### config.mk
export PLATFORM = sky130hd
export DESIGN_NAME = mbe_mul
export DESIGN_NICKNAME = d
export VERILOG_FILES = /design/src/hdl/mandelbrot_escape_time_assert.svh /design/src/hdl/mbe_pkg.sv /design/src/hdl/mbe_mul.sv
export SDC_FILE = /design/constraint.sdc
export NUM_CORES = 2
export LEC_CHECK = 0
export BUFFER_PORTS_ARGS = -buffer_cell sky130_fd_sc_hd__buf_2
export CELL_PAD_IN_SITES_DETAIL_PLACEMENT = 1
export CELL_PAD_IN_SITES_GLOBAL_PLACEMENT = 1
export CORE_ASPECT_RATIO = 1.1
export CORE_MARGIN = 3
export CORE_UTILIZATION = 45
export CTS_CLUSTER_SIZE = 25
export DETAILED_ROUTE_END_ITERATION = 12
export PLACE_DENSITY_LB_ADDON = 0.1
export SETUP_SLACK_MARGIN = 0.5
export SLEW_MARGIN = 5
export SYNTH_ARGS = -nofsm -noshare
export SYNTH_HDL_FRONTEND = slang
export SYNTH_SLANG_ARGS = --single-unit
### constraint.sdc
create_clock -name clk_i -period 18.51 [get_ports clk_i]
set_input_delay 2.7765 -clock clk_i [delete_from_list [all_inputs] [get_ports clk_i]]
set_output_delay 2.7765 -clock clk_i [all_outputs]
set_load 0.03 [all_outputs]
### src/hdl/mandelbrot_escape_time_assert.svh
// Assertion macros shared by the escape-time block.
`ifndef MANDELBROT_ESCAPE_TIME_ASSERT_SVH
`define MANDELBROT_ESCAPE_TIME_ASSERT_SVH

// A property that must hold at every clock edge outside reset.
`define MBE_ASSERT(lbl, prop, msg) \
  lbl: assert property (@(posedge clk_i) disable iff (!rst_ni) (prop)) else $error(msg);

// A condition that must hold at the clock edge after its trigger.
`define MBE_ASSERT_NEXT(lbl, trig, prop, msg) \
  lbl: assert property (@(posedge clk_i) disable iff (!rst_ni) (trig) |=> (prop)) \
    else $error(msg);

`endif

### src/hdl/mbe_pkg.sv
// Package with types and constants of the escape-time block.
package mbe_pkg;

  localparam int unsigned COORD_WIDTH_DEF = 32;
  localparam int unsigned FRAC_BITS_DEF   = 27;
  localparam int unsigned ITER_WIDTH_DEF  = 16;
  localparam int unsigned CFG_WIDTH       = 16;
  localparam int unsigned MAX_ITER_RESET  = 100;
  localparam int unsigned ESC_RADIUS_SQ   = 4;

  typedef enum logic [1:0] {
    ST_IDLE,
    ST_XX,
    ST_YY,
    ST_XY
  } state_e;

  typedef enum logic [1:0] {
    MUL_XX,
    MUL_YY,
    MUL_XY
  } mul_op_e;

  typedef struct packed {
    logic    init;
    logic    mul_en;
    mul_op_e op;
    logic    upd_y;
    logic    lat_x2;
    logic    upd_x;
  } ctrl_t;

endpackage

### src/hdl/mbe_mul.sv
// Shared signed multiplier with operand select and registered product.
module mbe_mul #(
  parameter int unsigned W = 33
) (
  input  logic                    clk_i,
  input  logic                    en_i,
  input  logic                    clr_i,
  input  mbe_pkg::mul_op_e        op_i,
  input  logic signed [W-1:0]     x_i,
  input  logic signed [W-1:0]     y_i,
  output logic signed [2*W-1:0]   prod_o
);

  logic signed [W-1:0]   a;
  logic signed [W-1:0]   b;
  logic signed [2*W-1:0] prod_d;
  logic signed [2*W-1:0] prod_q;

  always_comb begin
    unique case (op_i)
      mbe_pkg::MUL_XX: begin
        a = x_i;
        b = x_i;
      end
      mbe_pkg::MUL_YY: begin
        a = y_i;
        b = y_i;
      end
      mbe_pkg::MUL_XY: begin
        a = x_i;
        b = y_i;
      end
      default: begin
        a = x_i;
        b = y_i;
      end
    endcase
  end

  assign prod_d = a * b;

  always_ff @(posedge clk_i) begin
    if (clr_i) begin
      prod_q <= '0;
    end else if (en_i) begin
      prod_q <= prod_d;
    end
  end

  assign prod_o = prod_q;

endmodule

==> results.cfg <==
[setup_path]
cp_max_fo = 33
worstPathRequired_ns = 18.77
crit_type = input pin to flop
crit_arrival_ns = 12.99
critPathLaunchType = input pin
cp-end-kind = flop

[placed_design]
gp_congestion = 0.927
port_buffers = 136
hpwl_mm = 132

[die]
rows = 116
dieArea_um2 = 96000
num_io_pins = 137
dieHeight_um = 325
die_w_um = 296
fp.coreArea_um2 = 91300
start_util_pct = 45.5

[logic_synthesis]
ys_async_sr_fraction_pct = 0
ys.warnings.count = 0
synth_top_area_share_pct = 55.2
synth_top_area_cell = fa_1
syn-cell-area_um2 = 41600
synth_flop_cell = dfxtp_1
ys_types = 76
synthTopCellsByCount = inv_1, fa_1, nand2_1, nor2_1, ha_1
syn_nets = 6177
synth-seq-cells = 66
synth_most_common_cell = inv_1
synth.area.top_cells = fa_1, inv_1, nand2_1
postSynthCellCount = 4744
ys_seq_area_share_pct = 3.18
synth.avg_cell_area_um2 = 8.76
synth_edf_count = 0

[routing]
first_pass_iters = 5
first_iter_violations = 2042
wire_per_inst_um = 26.8
ant_nets = 0
wirelength_mm = 160
dr_total_vias = 33058
drc = 0
via_per_inst = 5.54

[clock_tree]
post_cts_resized = 0
htreeDepth = 3
root_buffer = clkbuf_16
cts_setup_buffers = 0
postCtsHoldBufs = 0
clock_latency_ns = 0.34
cts.sinks = 66
cts_made_buffers = 9
cts_buffer_depth = 2
clkTransAtPathRegs_ns = 0.07
tritoncts = done

[timing]
fin_skew_ns = 0
hold_violations = 0
min_period_ns = 12.73
rsz0062_at_grt = no
slew_violations = 0
fmax_mhz = 78.6
setup_viol = 0
finalCritPeriodShare_pct = 68.8
fin_setup_tns_ns = 0
worst_slew_pin_slew_ns = 1.42
holdWs_ns = 0.470
slew-limit-headroom_pct = 2.71

[finish]
drive_above_1_share_pct = 6.36
antenna_cells = 0
n_fill_cell = 10827
nNetsFinal = 6211
area_growth_pct = 6.18
largest_reg_flops = 66

[min_path]
hp-class = flop to flop

[run]
drv_cap = 0

[global_routing]
met3_usage_pct = 5.35
grt-ovfl-total = 0
grt_usage_pct = 34.1
grt_pass1_wl_mm = 238
use_met2_pct = 59.0
grt_pass1_vias = 37828
grt_antenna_before_repair = 2
gr-max-usage-layer = met2
grt_util_met1_pct = 39.1
grt_max_degree = 81

[run_status]
status = complete, no violations
-- cells by family after synthesis --
group	share of synthesized area, %
XOR/XNOR	1.29
flip-flops	3.18
adder cells (fa/ha/maj)	61.7
AND/OR/NAND/NOR	14.5
AO/OA/AOI/OAI	4.45
multiplexers	2.54
buffers and inverters	12.3
-- metrics by stage --
step	worst slack (ns)	instances	cell area [µm²]	util (%)
final	5.78	5962	44100	48.3
after global routing	5.46	5962	44100	48.3
after CTS	5.90	5962	44100	48.3
after detailed placement	5.56	5947	43800	48.0
after global placement	5.69	5947	43800	48.0
after floorplan	7.20	4744	41600	-
-- final cells by class --
class	count	area, µm²	share of cell area [%]
well taps	1180	1480	3.35
clock buffers	9	225	0.510
clock inverters	6	115	0.261
multi-input cells	3322	35300	79.9
inverters	1147	4310	9.76
flip-flops and latches	66	1320	2.99
repair buffers	232	1400	3.18
-- path summary, 6_finish.rpt --
check	startpoint	to	slack [ns]	depth (start not counted)
max	op_i[0]	prod_o[63]	5.78	28
min	prod_o[43]	prod_o[43]	0.47	2
max reg2reg	prod_o[59]	prod_o[59]	17.53	2
min reg2reg	prod_o[43]	prod_o[43]	0.47	2
-- layout by cell type, fill, tap and decap left out, types with 5 or more instances in the layout --
cell type  Yosys  routed
o21ai_0       48      48
o211ai_1       8       8
a211oi_1       6       6
and2_1        14      14
buf_4          0      97
mux2i_2        0      21
mux2i_4        0       5
a21boi_0       5       5
dfxtp_1       66      66
xnor2_1       36      36
nor2_1       630     629
nand2b_1      22      21
a21o_1        40      40
buf_2         27     135
mux2i_1      103      77
nor3_1        18      18
fa_1        1145    1145
clkbuf_16      0       9
and3_1         9       9
nand3_1       17      17
ha_1         217     217
o21a_1        15      15
nand4_1        8       8
nand2_1      767     764
o31ai_1        7       7
a21oi_1       79      79
xor2_1        25      25
inv_1       1146    1146
nor2b_1        8       7
o22ai_1        8       8
a31oi_1        7       7
-- per-layer routing --
layer / vias up / wire length (µm)
li1: 13773 / -
met1: 17600 / 56500
met2: 1170 / 80300
met3: 515 / 9540
met4: 0 / 13500
met5: - / 0
-- critical path, stage by stage --
cell and delay [ns]:
buf_2 0.19, nor2_4 0.69, buf_4 0.55, mux2i_2 0.97
buf_4 0.36, clkinv_1 0.08, buf_4 0.20, nand2_1 0.10
fa_1 0.44, fa_1 0.52, inv_1 0.06, fa_1 0.49
fa_1 0.43, fa_1 0.52, fa_1 0.43, fa_1 0.50
inv_1 0.05, fa_1 0.48, inv_1 0.05, ha_1 0.33
a21oi_1 0.50, o21ai_0 0.22, a311oi_1 0.83, o21a_1 0.20
nor2_1 0.08, a2111oi_4 0.33, o31ai_1 0.23, o311ai_1 0.31
Power is left out: the tool's default activity adds up to more than one toggle a clock period on the data nets, which glitch-free logic cannot reach.
