[src/hdl/mandelbrot_escape_time_assert.svh]
// Assertion macros shared by the escape-time block.
`ifndef MANDELBROT_ESCAPE_TIME_ASSERT_SVH
`define MANDELBROT_ESCAPE_TIME_ASSERT_SVH

// A property that must hold at every clock edge outside reset.
`define MBE_ASSERT(lbl, prop, msg) \
  lbl: assert property (@(posedge clk_i) disable iff (!rst_ni) (prop)) else $error(msg);

// A condition that must hold at the clock edge after its trigger.
`define MBE_ASSERT_NEXT(lbl, trig, prop, msg) \
  lbl: assert property (@(posedge clk_i) disable iff (!rst_ni) (trig) |=> (prop)) \
    else $error(msg);

`endif

[src/hdl/mbe_pkg.sv]
// Package with types and constants of the escape-time block.
package mbe_pkg;

  localparam int unsigned COORD_WIDTH_DEF = 32;
  localparam int unsigned FRAC_BITS_DEF   = 27;
  localparam int unsigned ITER_WIDTH_DEF  = 16;
  localparam int unsigned CFG_WIDTH       = 16;
  localparam int unsigned MAX_ITER_RESET  = 100;
  localparam int unsigned ESC_RADIUS_SQ   = 4;

  typedef enum logic [1:0] {
    ST_IDLE,
    ST_XX,
    ST_YY,
    ST_XY
  } state_e;

  typedef enum logic [1:0] {
    MUL_XX,
    MUL_YY,
    MUL_XY
  } mul_op_e;

  typedef struct packed {
    logic    init;
    logic    mul_en;
    mul_op_e op;
    logic    upd_y;
    logic    lat_x2;
    logic    upd_x;
  } ctrl_t;

endpackage

[src/hdl/mbe_seq.sv]
// Sequencer of the escape-time block: command handshake, limit register, counter.
`include "mandelbrot_escape_time_assert.svh"

module mbe_seq #(
  parameter int unsigned ITER_WIDTH = mbe_pkg::ITER_WIDTH_DEF
) (
  input  logic                           clk_i,
  input  logic                           rst_ni,
  input  logic                           start,
  output logic                           busy,
  input  logic                           cfg_valid_i,
  output logic                           cfg_ready_o,
  input  logic [mbe_pkg::CFG_WIDTH-1:0]  cfg_max_iterations_i,
  input  logic                           escape_i,
  output mbe_pkg::ctrl_t                 ctrl_o,
  output logic                           done_o,
  output logic [ITER_WIDTH-1:0]          iter_count_o
);

  mbe_pkg::state_e         state_q, state_d;
  logic [ITER_WIDTH-1:0]   cnt_q, cnt_d;
  logic [ITER_WIDTH-1:0]   lim_q, lim_d;
  logic [ITER_WIDTH-1:0]   res_q, res_d;
  logic [ITER_WIDTH-1:0]   cnt_inc;
  logic                    done_q, done_d;

  assign busy        = (state_q != mbe_pkg::ST_IDLE);
  assign cfg_ready_o = !busy && !start && !done_q;
  assign cnt_inc     = cnt_q + ITER_WIDTH'(1);

  always_ff @(posedge clk_i or negedge rst_ni) begin
    if (!rst_ni) begin
      state_q <= mbe_pkg::ST_IDLE;
      cnt_q   <= '0;
      lim_q   <= ITER_WIDTH'(mbe_pkg::MAX_ITER_RESET);
      done_q  <= 1'b0;
    end else begin
      state_q <= state_d;
      cnt_q   <= cnt_d;
      lim_q   <= lim_d;
      done_q  <= done_d;
    end
  end

  always_ff @(posedge clk_i) begin
    res_q <= res_d;
  end

  always_comb begin
    state_d = state_q;
    cnt_d   = cnt_q;
    res_d   = res_q;
    done_d  = 1'b0;
    ctrl_o  = '0;
    lim_d   = lim_q;
    if (cfg_valid_i && cfg_ready_o) begin
      lim_d = ITER_WIDTH'({{ITER_WIDTH{1'b0}}, cfg_max_iterations_i});
    end
    unique case (state_q)
      mbe_pkg::ST_IDLE: begin
        if (start) begin
          // The first iteration from z = 0 never escapes and yields z = c.
          ctrl_o.init = 1'b1;
          cnt_d       = ITER_WIDTH'(1);
          if (lim_q == '0) begin
            done_d = 1'b1;
            res_d  = '0;
          end else if (lim_q == ITER_WIDTH'(1)) begin
            done_d = 1'b1;
            res_d  = ITER_WIDTH'(1);
          end else begin
            state_d = mbe_pkg::ST_XX;
          end
        end
      end
      mbe_pkg::ST_XX: begin
        ctrl_o.mul_en = 1'b1;
        ctrl_o.op     = mbe_pkg::MUL_XX;
        ctrl_o.upd_y  = 1'b1;
        state_d       = mbe_pkg::ST_YY;
      end
      mbe_pkg::ST_YY: begin
        ctrl_o.mul_en = 1'b1;
        ctrl_o.op     = mbe_pkg::MUL_YY;
        ctrl_o.lat_x2 = 1'b1;
        state_d       = mbe_pkg::ST_XY;
      end
      mbe_pkg::ST_XY: begin
        ctrl_o.mul_en = 1'b1;
        ctrl_o.op     = mbe_pkg::MUL_XY;
        ctrl_o.upd_x  = 1'b1;
        if (escape_i) begin
          done_d  = 1'b1;
          res_d   = cnt_q;
          state_d = mbe_pkg::ST_IDLE;
        end else if (cnt_inc == lim_q) begin
          done_d  = 1'b1;
          res_d   = cnt_inc;
          state_d = mbe_pkg::ST_IDLE;
        end else begin
          cnt_d   = cnt_inc;
          state_d = mbe_pkg::ST_XX;
        end
      end
      default: begin
        state_d = mbe_pkg::ST_IDLE;
      end
    endcase
  end

  assign done_o       = done_q;
  assign iter_count_o = res_q;

  `MBE_ASSERT(a_done_when_idle, !done_q || (state_q == mbe_pkg::ST_IDLE), "result while busy")
  `MBE_ASSERT(a_res_in_limit, !done_q || (res_q <= lim_q), "result above limit")
  `MBE_ASSERT(a_cnt_in_range, !busy || ((cnt_q != '0) && (cnt_q < lim_q)), "count out of range")
  `MBE_ASSERT_NEXT(a_start_loop, start && !busy && (lim_q > ITER_WIDTH'(1)),
                   (state_q == mbe_pkg::ST_XX) && (cnt_q == ITER_WIDTH'(1)), "bad loop entry")

endmodule

[config.mk]
export PLATFORM = sky130hd
export DESIGN_NAME = mbe_seq
export DESIGN_NICKNAME = d
export VERILOG_FILES = /design/src/hdl/mbe_pkg.sv /design/src/hdl/mbe_seq.sv
export VERILOG_INCLUDE_DIRS = /design/src /design/src/hdl
export SDC_FILE = /design/constraint.sdc
export NUM_CORES = 1
export LEC_CHECK = 0
export ABC_AREA = 1
export BUFFER_PORTS_ARGS = -buffer_cell sky130_fd_sc_hd__buf_2
export CORE_MARGIN = 8
export CORE_UTILIZATION = 50
export CTS_CLUSTER_DIAMETER = 40
export DETAILED_ROUTE_END_ITERATION = 7
export PLACE_DENSITY_LB_ADDON = 0.15
export SLEW_MARGIN = 30
export SYNTH_ARGS = -nofsm -noshare
export SYNTH_HDL_FRONTEND = slang
export SYNTH_SLANG_ARGS = --single-unit
[constraint.sdc]
create_clock -name clk_i -period 6.4 [get_ports clk_i]
set_input_delay 1.28 -clock clk_i [delete_from_list [all_inputs] [get_ports clk_i]]
set_output_delay 1.28 -clock clk_i [all_outputs]
set_load 0.02 [all_outputs]
==> key figures <==
Status
  – Status: finished, final reports clean

Clocking
  – Clock tree buffer depth: 2
  – Resized cells post-CTS: 0
  – Hold buffer count at cts: 0
  – Post-CTS Setup Inserts: 0
  – CTS sink count: approximately 50
  – Clock slew at reported path FFs: ~0.1 ns
  – CTS buffer count: 5
  – Clock Latency Late Sink: around 0.32 ns
  – Root Buffer: clkbuf_8
  – CTS tree: done
  – H-tree depth: 2

Yosys
  – Seq cells post-synth: around 50
  – Post-synthesis simple-gate area fraction: around 36%
  – Multiplexer share of the synthesized area: less than 1%
  – Area fraction in compound gates after synthesis: roughly 6.8%
  – Syn_area_per_cell: around 7.5 sq um
  – Yosys cell types: 28
  – Synthesized cell area: 0.00301 sq mm
  – Mapped Nets: 430
  – Largest family of logic cells by synthesized area: simple AND/OR/NAND/NOR gates
  – Seq/Total Area, Yosys: between 40% and 50%
  – Synth Area in XOR/XNOR: 0.291%
  – Adder-cell area share of the yosys netlist: under 10%
  – Syn Inst Count: approximately 400
  – Synth warn: 0

Cells and area
  – Filler Cells Inserted: approximately 580
  – Area of the multi-input gates: around 0.0014 sq mm
  – # diodes: 0
  – Proportion of layout cells with a drive suffix above 1: roughly 17%
  – Final Instance Count excl. Fillers: between 500 and 600
  – Layout Nets: about 470
  – Finished Core Util: 57.4%
  – Post-Layout Inst Area: ~0.0034 sq mm
  – Layout area overhead: 12.3%
  – Seq. cell area: between 0.001 and 0.0015 sq mm

STA
  – Final Setup Violations: 0
  – Slew HR: between 50% and 60%
  – Final hold vios: 0
  – RSZ-0062 raised after global routing: no
  – Worst-Margin Slew: approximately 0.68 ns
  – Max Freq: about 310 MHz
  – Tmin final: ~3.2 ns
  – Worst setup margin: between 3 and 4 ns
  – Final Slew Violations: 0
  – Clk_skew: approximately 0.011 ns
  – Tcrit/Tclk final: about half
  – Setup TNS: 0 ns

Critical path
  – Cell Chain, Critical Path: buf_2 -> nor2_1 -> inv_1 -> nor2_1 -> buf_2
  – Bufs and invs on worst path: 3
  – Crit Path Category: input pin to output pin
  – R2r setup slk: between 3 and 4 ns
  – Worst Setup Start Kind: input pin
  – Critical Path Source: start
  – Reg2reg end: iter_count_o[7]
  – WP data required: approximately 5 ns
  – Setup crit end kind: output pin
  – Register-to-Register Path Depth: 14
  – Crit Path Max Fanout: 3
  – Crit-path max cell delay: about 0.19 ns
  – Slowest-stage cell, CP: buf_2
  – CP arrival: roughly 1.9 ns
  – Stages on the worst setup path: 5
  – RR Startpoint: cnt_q[0]
  – Crit path capture: cfg_ready_o
  – Cell family with most CP delay: buffers and inverters

Floorplanning
  – Core area: roughly 0.0059 sq mm
  – Die ar.: ~0.0088 sq mm
  – Die W: roughly 94 microns
  – Die H: around 94 microns
  – Site Rows: 28
  – # IOs: 47
  – Starting density of the core: about half

Routing
  – WL/cell: ~15 microns
  – Final WL: between 7 and 8 mm
  – DRT Pass-1 Iters: 5
  – Initial DRC Count: 179
  – Remaining DRCs: 0
  – Post-DRT Antenna Nets: 0
  – DR vias/cell: about 5.4
  – Vias post-DR: roughly 2,800

GRT
  – Largest net degree at the start of global routing: 36
  – Global-route wire length before repair: around 13 mm
  – Gr ovfl total: 0
  – Global Route Usage Sum: a little under a fifth
  – Initial antenna violation count: 0
  – Vias in the first global route: 2,762

Power and ir drop
  – PD cells: 399 mW/mm^2
  – VDD IR-drop max: 0.387 mV
  – Lkg Pwr: approximately 1.7 nW

Place
  – Post-DP HPWL: 5.55 mm
  – DP Worst Slack: between 3 and 4 ns
  – Placer congestion estimate: approximately 0.87
  – Area after DPL: approximately 0.0033 sq mm
  – Placed insts: roughly 510
  – Port bufs: 46

Min path
  – Hold Crit Class: flip-flop to flip-flop

Job
  – Max-Cap Viols: 0
[layout by cell type (no fill, tap or decap), types with 6 or more instances in the layout]
master      n
nand2_1   122
inv_1      49
nor2_1     46
buf_2      46
nand3_1    41
dfrtp_1    32
nand4_1    18
a21oi_1    18
edfxtp_1   16
o22ai_1    11
o21ai_0     6
[worst min-delay path by stage]
stage,from,endpoint,slack (ns),cells after the start
floorplan,cnt_q[15],cnt_q[15],0.46,2
global placement,cnt_q[15],cnt_q[15],0.51,2
detailed placement,cnt_q[11],cnt_q[11],0.52,2
CTS,lim_q[6],lim_q[6],0.54,2
global route,lim_q[6],lim_q[6],0.56,2
finish,lim_q[6],lim_q[6],0.53,2
[where the power goes]
group | internal [W] | switching [W]
logic | 0.000180 | 0.000442
registers | 0.000479 | 0.0000607
clock network | 0.0000752 | 0.000113
[logic make-up after synthesis]
logic type,after synthesis
and+or+nand+nor,244
xor gates and xnor gates,1
buffers and inverters,64
AOI/OAI and AO/OA,37
muxes,2
adders and majority gates,5
DFF,51
[cell usage after synthesis]
master    instances  area, sq um
inv_1            49          184
nand2_4           1         11.3
clkbuf_1          7         26.3
nand4_1          18          113
inv_2             1         3.75
nand2_1         123          462
nand3_1          41          205
nand3b_1          1         7.51
a211o_1           1         8.76
nand2_2           4         25.0
nor2_4            4         45.0
ha_1              5         62.6
a21oi_1          18         90.1
dfstp_2           3         78.8
nor3_1            1         5.00
a211oi_1          1         7.51
buf_6             1         11.3
edfxtp_1         16          480
o21ai_0           6         30.0
buf_2             3         15.0
nor2_2            4         25.0
nor2_1           46          173
dfrtp_1          32          801
buf_4             3         22.5
mux2_2            2         22.5
o22ai_1          11         68.8
xor2_1            1         8.76
nand3_4           1         17.5
[state kept, by name, indices dropped and copies added, names as in the netlist]
register	count
cnt_q	16
state_q	2
lim_q	16
iter_count_o	16
done_o	1
[layer usage]
metal	global-route usage [%]	share of wire (%)	vias up
met5	0	0	-
met4	8.06	3.1	0
met3	3.77	6.4	20
met2	30.6	46	100
met1	22.8	44	1294
li1	-	-	1401
[stage by stage]
stage	hold WS, ns	total power, W
finish	0.532	0.00135
global route	0.558	0.00144
CTS	0.536	0.00135
detailed placement	0.516	0.00117
global placement	0.506	0.00116
floorplan	0.464	0.000986
[cell type report]
cell class	count	area share (%)
clock buffers	5	2.04
clock inverters	3	0.444
inverters	50	5.55
multi-input cells	289	41.1
flip-flops and latches	51	40.2
well taps	75	2.78
repair buffers	49	7.85
[worst min-delay path, stage by stage, from the launching register on]
cell and delay [ns]:
dfstp_2 0.38, inv_1 0.09, a21oi_1 0.07
No activity file was read; power rests on OpenSTA's default activity.
